### src/rtl/core/ir_pulse_width_capture_unit_assert.svh
// assertion helpers shared by the capture unit
`ifndef IR_PULSE_WIDTH_CAPTURE_UNIT_ASSERT_SVH
`define IR_PULSE_WIDTH_CAPTURE_UNIT_ASSERT_SVH

// same-cycle implication
`define IRPW_ASSERT_IMP(label, clk, rst, ante, cons) \
   label: assert property (@(posedge clk) disable iff (rst) (ante) |-> (cons)) \
      else $error("irpw assertion failed");

// next-cycle implication
`define IRPW_ASSERT_NXT(label, clk, rst, ante, cons) \
   label: assert property (@(posedge clk) disable iff (rst) (ante) |=> (cons)) \
      else $error("irpw assertion failed");

`endif

### src/rtl/core/irpw_pkg.sv
`default_nettype none
package irpw_pkg;

   typedef enum logic [2:0] {
      REQ_TICK    = 3'd0,
      REQ_FALL    = 3'd1,
      REQ_RISE    = 3'd2,
      REQ_BOTH    = 3'd3,
      REQ_ENABLE  = 3'd4,
      REQ_DISABLE = 3'd5
   } req_kind_type;

   localparam logic [23:0] MAX_PULSE_RESET = 24'd131070;
   localparam logic [15:0] HALF_SAT        = 16'hFFFF;

   typedef struct packed {
      logic [2:0]  req_type;
      logic [31:0] now_us;
      logic        line_level;
      logic        tx_busy;
   } req_word_type;

   typedef struct packed {
      logic [15:0] pulse_code;
      logic [16:0] duration_us;
      logic        is_mark;
      logic        overlong;
      logic        last;
   } rsp_word_type;

   typedef struct packed {
      logic        in_mark;
      logic        reached_max;
      logic [31:0] pulse_start;
      logic        timeout_armed;
      logic        receiving;
   } state_type;

   // up to two result words from one request word, second only with first
   typedef struct packed {
      logic         first_valid;
      logic         second_valid;
      rsp_word_type first;
      rsp_word_type second;
   } push_type;

   function automatic rsp_word_type make_rsp(logic [15:0] half, logic mark, logic last);
      rsp_word_type r;
      r.pulse_code  = {half[15:1], mark};
      r.duration_us = {half[15:1], 2'b00};
      r.is_mark     = mark;
      r.overlong    = &half[15:1];
      r.last        = last;
      return r;
   endfunction

endpackage
`default_nettype wire

### src/rtl/core/irpw_calc.sv
`default_nettype none
module irpw_calc
   import irpw_pkg::*;
(
   input  wire req_word_type item,
   input  wire state_type    st,
   input  wire logic [23:0]  max_pulse_us,
   output state_type         st_next,
   output push_type          push
);

   logic [31:0] len;
   logic [32:0] rnd_sum;
   logic [31:0] rnd;
   logic [15:0] half;
   logic        first_evt;
   logic        second_evt;
   logic        emit0;
   logic        emit1;
   logic        first_mark;
   rsp_word_type r_first;
   rsp_word_type r_second;

   always_comb begin
      len     = item.now_us - st.pulse_start;
      rnd_sum = {1'b0, len} + 33'd2;
      rnd     = rnd_sum[32:1];
      half    = (|rnd[31:16]) ? HALF_SAT : rnd[15:0];
   end

   always_comb begin
      st_next    = st;
      first_evt  = 1'b0;
      second_evt = 1'b0;
      first_mark = st.in_mark;
      unique case (req_kind_type'(item.req_type))
         REQ_TICK: begin
            if (st.timeout_armed && (len >= {8'd0, max_pulse_us})) begin
               first_evt           = 1'b1;
               st_next.reached_max = 1'b1;
               st_next.timeout_armed = 1'b0;
            end
         end
         REQ_FALL: begin
            first_evt = st.receiving && !item.tx_busy && !st.in_mark;
         end
         REQ_RISE: begin
            first_evt = st.receiving && st.in_mark;
         end
         REQ_BOTH: begin
            // order follows the current level, so the second pulse has zero length
            first_evt  = st.receiving && (st.in_mark || !item.tx_busy);
            second_evt = st.receiving && !item.tx_busy;
         end
         REQ_ENABLE: begin
            st_next.receiving     = 1'b1;
            st_next.in_mark       = !item.line_level;
            st_next.pulse_start   = item.now_us;
            st_next.reached_max   = 1'b0;
            st_next.timeout_armed = 1'b1;
         end
         REQ_DISABLE: begin
            st_next.receiving     = 1'b0;
            st_next.timeout_armed = 1'b0;
         end
         default: begin
         end
      endcase

      if (first_evt && (req_kind_type'(item.req_type) != REQ_TICK)) begin
         // both edges leave the level where it was, a single edge toggles it
         st_next.in_mark       = second_evt ? st.in_mark : !st.in_mark;
         st_next.pulse_start   = item.now_us;
         st_next.reached_max   = 1'b0;
         st_next.timeout_armed = 1'b1;
      end
   end

   always_comb begin
      emit0    = first_evt && !st.reached_max;
      emit1    = second_evt;
      r_first  = make_rsp(half, first_mark, !emit1);
      r_second = make_rsp(16'd0, !first_mark, 1'b1);
      push.first_valid  = emit0 || emit1;
      push.second_valid = emit0 && emit1;
      push.first        = emit0 ? r_first : r_second;
      push.second       = r_second;
   end

endmodule
`default_nettype wire

### src/rtl/core/irpw_rsp_fifo.sv
`default_nettype none
module irpw_rsp_fifo
   import irpw_pkg::*;
#(
   parameter int DEPTH = 4
) (
   input  wire logic         clock,
   input  wire logic         reset,
   input  wire push_type     push,
   output logic              room2,
   output logic              rsp_valid,
   input  wire logic         rsp_ready,
   output rsp_word_type      rsp_word
);

   localparam int PTR_W = (DEPTH > 1) ? $clog2(DEPTH) : 1;
   localparam int CNT_W = $clog2(DEPTH + 1);

   rsp_word_type           mem_ff [DEPTH];
   logic [PTR_W-1:0]       wr_ptr_ff, wr_ptr_in;
   logic [PTR_W-1:0]       rd_ptr_ff, rd_ptr_in;
   logic [CNT_W-1:0]       count_ff,  count_in;
   logic [PTR_W-1:0]       wr_ptr_nx;
   logic                   pop;

   function automatic logic [PTR_W-1:0] ptr_inc(logic [PTR_W-1:0] p);
      logic [PTR_W-1:0] r;
      r = (p == PTR_W'(DEPTH - 1)) ? '0 : p + PTR_W'(1);
      return r;
   endfunction

   always_comb begin
      pop       = rsp_valid && rsp_ready;
      wr_ptr_nx = ptr_inc(wr_ptr_ff);
      rd_ptr_in = pop ? ptr_inc(rd_ptr_ff) : rd_ptr_ff;
      wr_ptr_in = push.second_valid ? ptr_inc(wr_ptr_nx)
                : push.first_valid  ? wr_ptr_nx : wr_ptr_ff;
      count_in  = count_ff + CNT_W'(push.first_valid) + CNT_W'(push.second_valid)
                  - CNT_W'(pop);
   end

   assign rsp_valid = (count_ff != '0);
   assign rsp_word  = mem_ff[rd_ptr_ff];
   assign room2     = (count_ff <= CNT_W'(DEPTH - 2));

   always_ff @(posedge clock) begin
      if (reset) begin
         wr_ptr_ff <= '0;
         rd_ptr_ff <= '0;
         count_ff  <= '0;
      end else begin
         wr_ptr_ff <= wr_ptr_in;
         rd_ptr_ff <= rd_ptr_in;
         count_ff  <= count_in;
      end
   end

   always_ff @(posedge clock) begin
      if (push.first_valid) begin
         mem_ff[wr_ptr_ff] <= push.first;
      end
      if (push.second_valid) begin
         mem_ff[wr_ptr_nx] <= push.second;
      end
   end

endmodule
`default_nettype wire

### src/rtl/core/ir_pulse_width_capture_unit.sv
`default_nettype none
`include "ir_pulse_width_capture_unit_assert.svh"
// IR pulse width capture: times marks and spaces of an active-low receiver line from
// timestamped edge, time check, enable and disable words. A request word is taken into an
// input register and handled once the result queue has room for two words; one request word
// per cycle is sustained while it has that room. The first result word passes the input
// register and the result queue before it is offered on the rsp port. A word that ends two
// pulses (both edges at once) yields two result words, and the single result port delivers
// one word per cycle while rsp_ready is high; the RSP_DEPTH-entry queue absorbs the difference.
// The max_pulse_us register is written through the csr port, which is always ready.
module ir_pulse_width_capture_unit
   import irpw_pkg::*;
#(
   parameter int RSP_DEPTH = 4
) (
   input  wire logic         clock,
   input  wire logic         reset,
   input  wire logic         req_valid,
   output logic              req_ready,
   input  wire req_word_type req_word,
   output logic              rsp_valid,
   input  wire logic         rsp_ready,
   output rsp_word_type      rsp_word,
   input  wire logic         csr_valid,
   output logic              csr_ready,
   input  wire logic [23:0]  csr_wdata
);

   logic         s1_valid_ff, s1_valid_in;
   req_word_type s1_word_ff;
   state_type    st_ff, st_in;
   logic [23:0]  max_pulse_ff;
   state_type    st_calc;
   push_type     calc_push;
   push_type     push;
   logic         room2;
   logic         proc;
   logic         accept;

   irpw_calc u_calc (
      .item         (s1_word_ff),
      .st           (st_ff),
      .max_pulse_us (max_pulse_ff),
      .st_next      (st_calc),
      .push         (calc_push)
   );

   always_comb begin
      proc        = s1_valid_ff && room2;
      req_ready   = !s1_valid_ff || proc;
      accept      = req_valid && req_ready;
      s1_valid_in = accept || (s1_valid_ff && !proc);
      st_in       = proc ? st_calc : st_ff;
      push        = calc_push;
      push.first_valid  = proc && calc_push.first_valid;
      push.second_valid = proc && calc_push.second_valid;
   end

   assign csr_ready = 1'b1;

   always_ff @(posedge clock) begin
      if (reset) begin
         s1_valid_ff  <= 1'b0;
         st_ff        <= '0;
         max_pulse_ff <= MAX_PULSE_RESET;
      end else begin
         s1_valid_ff <= s1_valid_in;
         st_ff       <= st_in;
         if (csr_valid && csr_ready) begin
            max_pulse_ff <= csr_wdata;
         end
      end
   end

   always_ff @(posedge clock) begin
      if (accept) begin
         s1_word_ff <= req_word;
      end
   end

   irpw_rsp_fifo #(
      .DEPTH (RSP_DEPTH)
   ) u_rsp_fifo (
      .clock     (clock),
      .reset     (reset),
      .push      (push),
      .room2     (room2),
      .rsp_valid (rsp_valid),
      .rsp_ready (rsp_ready),
      .rsp_word  (rsp_word)
   );

   // an armed timeout always belongs to a pulse that has not been cut short
   `IRPW_ASSERT_IMP(a_armed_not_maxed, clock, reset, st_ff.timeout_armed, !st_ff.reached_max)
   `IRPW_ASSERT_IMP(a_stall_only_full, clock, reset, !req_ready, s1_valid_ff)
   `IRPW_ASSERT_NXT(a_disable_clears, clock, reset, proc && (s1_word_ff.req_type == REQ_DISABLE), !st_ff.receiving && !st_ff.timeout_armed)
   `IRPW_ASSERT_IMP(a_edges_need_rx, clock, reset, proc && !st_ff.receiving && (s1_word_ff.req_type != REQ_TICK), !push.first_valid)

endmodule
`default_nettype wire

### config.mk
export PLATFORM = sky130hd
export DESIGN_NAME = ir_pulse_width_capture_unit
export DESIGN_NICKNAME = d
export VERILOG_FILES = /design/src/rtl/core/irpw_pkg.sv /design/src/rtl/core/irpw_calc.sv /design/src/rtl/core/irpw_rsp_fifo.sv /design/src/rtl/core/ir_pulse_width_capture_unit.sv
export VERILOG_INCLUDE_DIRS = /design/src /design/src/rtl/core
export SDC_FILE = /design/constraint.sdc
export NUM_CORES = 1
export LEC_CHECK = 0
export CAP_MARGIN = 0
export CORE_MARGIN = 10
export CORE_UTILIZATION = 50
export DETAILED_ROUTE_END_ITERATION = 10
export DONT_BUFFER_PORTS = 1
export GPL_TIMING_DRIVEN = 0
export HOLD_SLACK_MARGIN = 0.03
export SETUP_SLACK_MARGIN = 0.2
export SKIP_CTS_REPAIR_TIMING = 1
export SLEW_MARGIN = 0
export SYNTH_ARGS = -nofsm -noshare
export SYNTH_HDL_FRONTEND = slang
export SYNTH_SLANG_ARGS = --single-unit
### constraint.sdc
create_clock -name clock -period 8.5 [get_ports clock]
set_input_delay 0.425 -clock clock [delete_from_list [all_inputs] [get_ports clock]]
set_output_delay 0.425 -clock clock [all_outputs]
set_load 0.1 [all_outputs]
-- Word level (Yosys, flattened, before mapping)
Memory sizes are Yosys's and may differ from the RTL's. A register that Yosys moved wholly into a read port is not among the register bits.
Index checks and enable logic that the tools add are counted.
- register bits after elaboration: 105
- memory bits (writable): 144
- word-level logic and storage cells: 100
- bits of input ports: 66
- memories: 1
- memory list (name ; depth ; width ; read ports ; clocked after Yosys merged registers in ; wr ports ; RTL line ; RTL):
    u_rsp_fifo.mem_ff ; 4 ; 36 ; 1 ; 1 ; 2 ; irpw_rsp_fifo.sv:19 ; rsp_word_type mem_ff [DEPTH];
- mux-type cells: 25
- reduce and logical (&&, ||, !) cells: 40
- magnitude comparators: 2
- add/sub/neg operators: 8
- equal/unequal tests: 10
- operators by type and width (kind ; count):
    36-bit 2-to-1 mux ; 1
    35-bit 2-to-1 mux ; 1
    32-bit by 2-bit adder with 33-bit output, second input constant ; 1
    32-bit by 24-bit greater-or-equal comparator with 1-bit output ; 1
    32-bit 2-to-1 mux ; 1
    32-bit subtractor ; 1
    16-bit 2-to-1 mux ; 1
    16-bit OR reduction ; 1
    15-bit AND reduction ; 1
    1-bit logical AND ; 14
    2-bit 2-to-1 mux ; 7
    1-bit 2-to-1 mux ; 10
    3-bit AND reduction ; 3
    3-bit nonzero test ; 3
    1-bit zero test ; 7
    2-bit by 1-bit adder with 2-bit output, second input constant ; 3
    3-bit by 1-bit adder with 3-bit output ; 2
    2-bit == test, second input constant ; 3
    3-bit by 2-bit == test with 1-bit output, second input constant ; 2
    3-bit == test, second input constant ; 2
    2-bit nonzero test ; 3
    1-bit logical OR ; 4
    1-bit one-hot mux with 2 select lines ; 2
    1-bit one-hot mux with 4 select lines ; 1
    9 further kinds ; 10

-- Depth between registers and ports, before layout
- depth in word-level cells: 11
- gate-level depth with buffers: 27

-- Hierarchy
A second synthesis with hierarchy kept.
- cells, all modules: 1430
- area, all modules: 16731.0 µm²
- by module, submodules not included (module ; cells an instance ; area an instance (µm²) ; times used):
    irpw_rsp_fifo ; 406 ; 8051.5 ; 1
    irpw_calc ; 735 ; 5023.6 ; 1
    ir_pulse_width_capture_unit ; 289 ; 3656.0 ; 1

-- Least setup slack after synthesis
No wires, ideal clock.
- kind: reg2reg
- start: reg s1_word_ff[6] (netlist bit)
- end: reg u_rsp_fifo.count_ff[2]
- cell stages (with the launch flop): 27
- arrival: 5420 ps
- slack: 2952 ps
- path buffers: 3
- period minus slack after synthesis: 5548 ps
- setup time: 128 ps
- cells stage by stage: edfxtp_1 ha_1 buf_6 a21o_1 a31oi_4 a21boi_1 or4_1 and4_1 clkbuf_1 ha_1 a21o_1 a21o_1 a211oi_1 o21ai_0 a21oi_1 o31ai_1 or4b_4 o2111ai_2 a21oi_2 buf_6 inv_1 ha_1 inv_1 fa_1 fa_1 xor2_1 nor2_1
- word-level cells in the longest chain between the ends: 11
- ends and longest elaborated chain (element ; RTL line ; RTL):
    from (decl) ; ir_pulse_width_capture_unit.sv:30 ; req_word_type s1_word_ff;
    from (signal assigned) ; ir_pulse_width_capture_unit.sv:77 ; s1_word_ff <= req_word;
    32-bit subtractor (*) ; irpw_calc.sv:25 ; len = item.now_us - st.pulse_start;
    32-bit by 24-bit greater-or-equal comparator with 1-bit output (*) ; irpw_calc.sv:38 ; if (st.timeout_armed && (len >= {8'd0, max_pulse_us})) begin
    1-bit logical AND (*) ; irpw_calc.sv:38 ;
    1-bit 2-to-1 mux (*) ; irpw_calc.sv:38 ;
    1-bit one-hot mux with 4 select lines (*) ; irpw_calc.sv:36 ; unique case (req_kind_type'(item.req_type))
    1-bit logical AND (*) ; irpw_calc.sv:80 ; emit0 = first_evt && !st.reached_max;
    1-bit logical OR ; irpw_calc.sv:84 ; push.first_valid = emit0 || emit1;
    1-bit logical AND ; ir_pulse_width_capture_unit.sv:55 ; push.first_valid = proc && calc_push.first_valid;
    3-bit by 1-bit adder with 3-bit output ; irpw_rsp_fifo.sv:38 ; count_in = count_ff + CNT_W'(push.first_valid) + CNT_W'(push.second_valid)
    3-bit by 1-bit adder with 3-bit output (*) ; irpw_rsp_fifo.sv:38 ;
    3-bit by 1-bit subtractor with 3-bit output (*) ; irpw_rsp_fifo.sv:39 ; - CNT_W'(pop);
    to (signal assigned) ; irpw_rsp_fifo.sv:54 ; count_ff <= count_in;
    to (decl) ; irpw_rsp_fifo.sv:22 ; logic [CNT_W-1:0] count_ff, count_in;
Every way passes the cells marked *; elsewhere a longest branch is shown, timed or not.
A chain may end at the register's enable or synchronous reset.

-- Worst setup path after layout
- start: reg s1_word_ff[2] (netlist bit)
- end: reg u_rsp_fifo.count_ff[2]
Same word-level chain as after synthesis.

==> impl_metrics.ini <==
[outcome]
status = finished, final reports clean

[timing]
tightest_slew_ns = 0.942
fin_tns_setup_ns = 0
hold_viol = 0
fin_crit_sh = 0.761
clock_skew_ns = 0.0148
slew_headroom = 0.371
layout_min_cycle_time_ns = 6.47
slew_viol_final = 0
fmax_mhz = 155
rsz0062_at_grt = no
setup_viol = 0

[power_and_ir_drop]
p_int_mw = 1.68
switching_share = 0.437
ir_drop_v = 0.000143
clkPwrFrac = 0.269
p_sw_mw = 1.30
p_comb_frac = 0.403
power_leakage_nw = 4.50
sequentialPowerShare = 0.329
p_per_area_nw_per_um2 = 249

[layout]
design_area_sq_um = 12000
mostFrequentLayoutCell = nand2_1
final_cell_mix = nand2_1 (150), dfxtp_1 (138), a21oi_1 (88)
area_growth_syn_to_layout_pct = 9.08
diodes = 0
drive_above_1_share = 0.121
final_nets = 1329

[global_routing]
grt_max_degree = 32
track_usage = 0.193
antenna_found_initial = 0
grt_pass1_vias = 8528
grt_pass1_wl_mm = 45.1
grt_overflow = 0

[floorplanning]
core_sq_um = 21700
die_height_um = 168
dieArea_sq_um = 28300
placementRows = 54
ios = 105
die_w_um = 168
start_util = 0.506

[setup_path]
crit_path_start_kind = register
r2r_slack_ns = 2.03
crit_path_start = s1_word_ff[2]$_DFFE_PP_
cp-end-kind = register
r2r_start = s1_word_ff[2]$_DFFE_PP_
worst_path_max_delay_cell = or4b_4
rr_endpoint = u_rsp_fifo.count_ff[2]$_SDFF_PP0_
path_max_fanout = 10
r2r.worst_path.cells = 26
arrival_ns = 6.76
crit_top_cell = inv_1
path_class = reg2reg
required_ns = 8.79
critical_path.max_stage_delay_ns = 0.59

[routing]
routedWlPerCell_um = 18.6
drt.antenna.violating_nets = 0
drcViolationCount = 0
via_per_inst = 5.85
dr.pass1.iters = 5
first_iter_violations = 618
via_count = 8710
drt_wl_total_mm = 27.6

[cts]
numCtsBuffers = 17
htreeDepth = 4
clockBufferDepth = 2
clock-sinks = 179
clk_latency_ns = 0.44
root_buffer = clkbuf_16
clk_pin_slew_ns = 0.08
tritoncts = built

[logic_synthesis]
avgSynthCellArea_sq_um = 9.33
seq_area_frac_synth = 0.364
async_reset_ff_frac = 0
ys_types = 95
yosys_warnings = 0
ys_ff_latch = 179
synth_area_sq_um = 11000
ys.flop_type = dfxtp_1
synth-edff-count = 41
syn-instance-count = 1175

[placed_design]
finalWeightedCongestion = 0.886
io_buffers = 0
post-dp-hpwl_mm = 21.0
placed_cell_area_sq_um = 11400

[hold_path]
min_path_cells = 0
hold_end = s1_word_ff[2]$_DFFE_PP_
min_from = req_word[2]
hold_path_class = in2reg

[job]
cap_violations = 0
## cells in the mapped netlist, types with 14 or more instances
cell | instances | area, sq um
xnor2_1 | 15 | 131
inv_1 | 80 | 300
nand3_1 | 18 | 90.1
mux4_2 | 18 | 405
clkbuf_1 | 29 | 109
nand4_1 | 18 | 113
xor2_1 | 16 | 140
o211ai_1 | 27 | 203
o2bb2ai_1 | 65 | 569
nand2_1 | 150 | 563
buf_4 | 20 | 150
nor3_1 | 21 | 105
edfxtp_1 | 41 | 1230
o21ai_0 | 40 | 200
nor2_1 | 55 | 206
ha_1 | 64 | 801
buf_2 | 14 | 70.1
a21oi_1 | 89 | 445
and2_1 | 17 | 106
a21o_1 | 21 | 158
dfxtp_1 | 138 | 2760
## registers in the layout (all words and copies together) (netlist names), named ones only
name / flops
u_rsp_fifo.mem_ff: 72
s1_word_ff: 37
st_ff: 36
u_rsp_fifo.count_ff: 3
u_rsp_fifo.rd_ptr_ff: 2
s1_valid_ff: 1
u_rsp_fifo.wr_ptr_ff: 2
max_pulse_ff: 24
## critical path, delay by kind of cell (launching register included)
family,cells,cell delay [ns]
DFF,1,0.39
AOI/OAI and AO/OA,11,2.26
xor gates and xnor gates,2,0.73
adders and majority gates,6,1.84
buffers and inverters,5,0.44
and+or+nand+nor,2,0.64
## metal layers
metal / share of wire / vias to the layer above / global-route usage
met1: 0.48 / 4107 / 0.260
met4: 0.019 / 0 / 0.0587
met2: 0.45 / 218 / 0.307
met3: 0.053 / 28 / 0.0377
met5: 0 / - / 0
li1: - / 4357 / -
## final cells by class
cell class                 count  area, sq um
buffer                        72          409
clock inverter                14          155
timing repair buffer           1         20.0
fill                        2016         9730
multi-input combinational    842         6270
sequential                   179         3990
inverter                      83          312
tap                          280          350
clock buffer                  18          450
## power groups by stage
stage,logic [mW],clock network [mW],registers [mW]
floorplan,1.01,0,0.989
finish,1.20,0.801,0.981
global route,1.29,0.851,0.988
global placement,1.18,0,1.00
CTS,1.20,0.822,0.981
detailed placement,1.19,0,0.999
## cell families after synthesis
group / synth area share
AO/OA/AOI/OAI: 0.231
XOR/XNOR: 0.0268
adder cells (fa/ha/maj): 0.0785
buffers and inverters: 0.0657
flip-flops: 0.364
multiplexers: 0.0484
other: 0.000685
AND/OR/NAND/NOR: 0.185
## metrics by stage
stage          power [mW]  setup WS [ns]  hold slack [ns]  cells   util
3_5_place_dp         2.19           2.28            0.437   1457  0.523
2_1_floorplan        2.00           2.95            0.422   1176      -
4_1_cts              3.00           2.11           0.0597   1489  0.551
5_1_grt              3.13           1.69           0.0576   1489  0.552
3_3_place_gp         2.18           2.29            0.432   1456  0.522
6_report             2.98           2.03           0.0721   1489  0.552
## worst max path at each step
stage / slack (ns) / end
finish: 2.03 / u_rsp_fifo.count_ff[2]$_SDFF_PP0_
floorplan: 2.95 / u_rsp_fifo.count_ff[2]$_SDFF_PP0_
CTS: 2.11 / u_rsp_fifo.count_ff[2]$_SDFF_PP0_
detailed placement: 2.28 / u_rsp_fifo.count_ff[2]$_SDFF_PP0_
global route: 1.69 / u_rsp_fifo.count_ff[2]$_SDFF_PP0_
global placement: 2.29 / u_rsp_fifo.count_ff[2]$_SDFF_PP0_
Note: power is estimated with default switching activity, not from simulation.
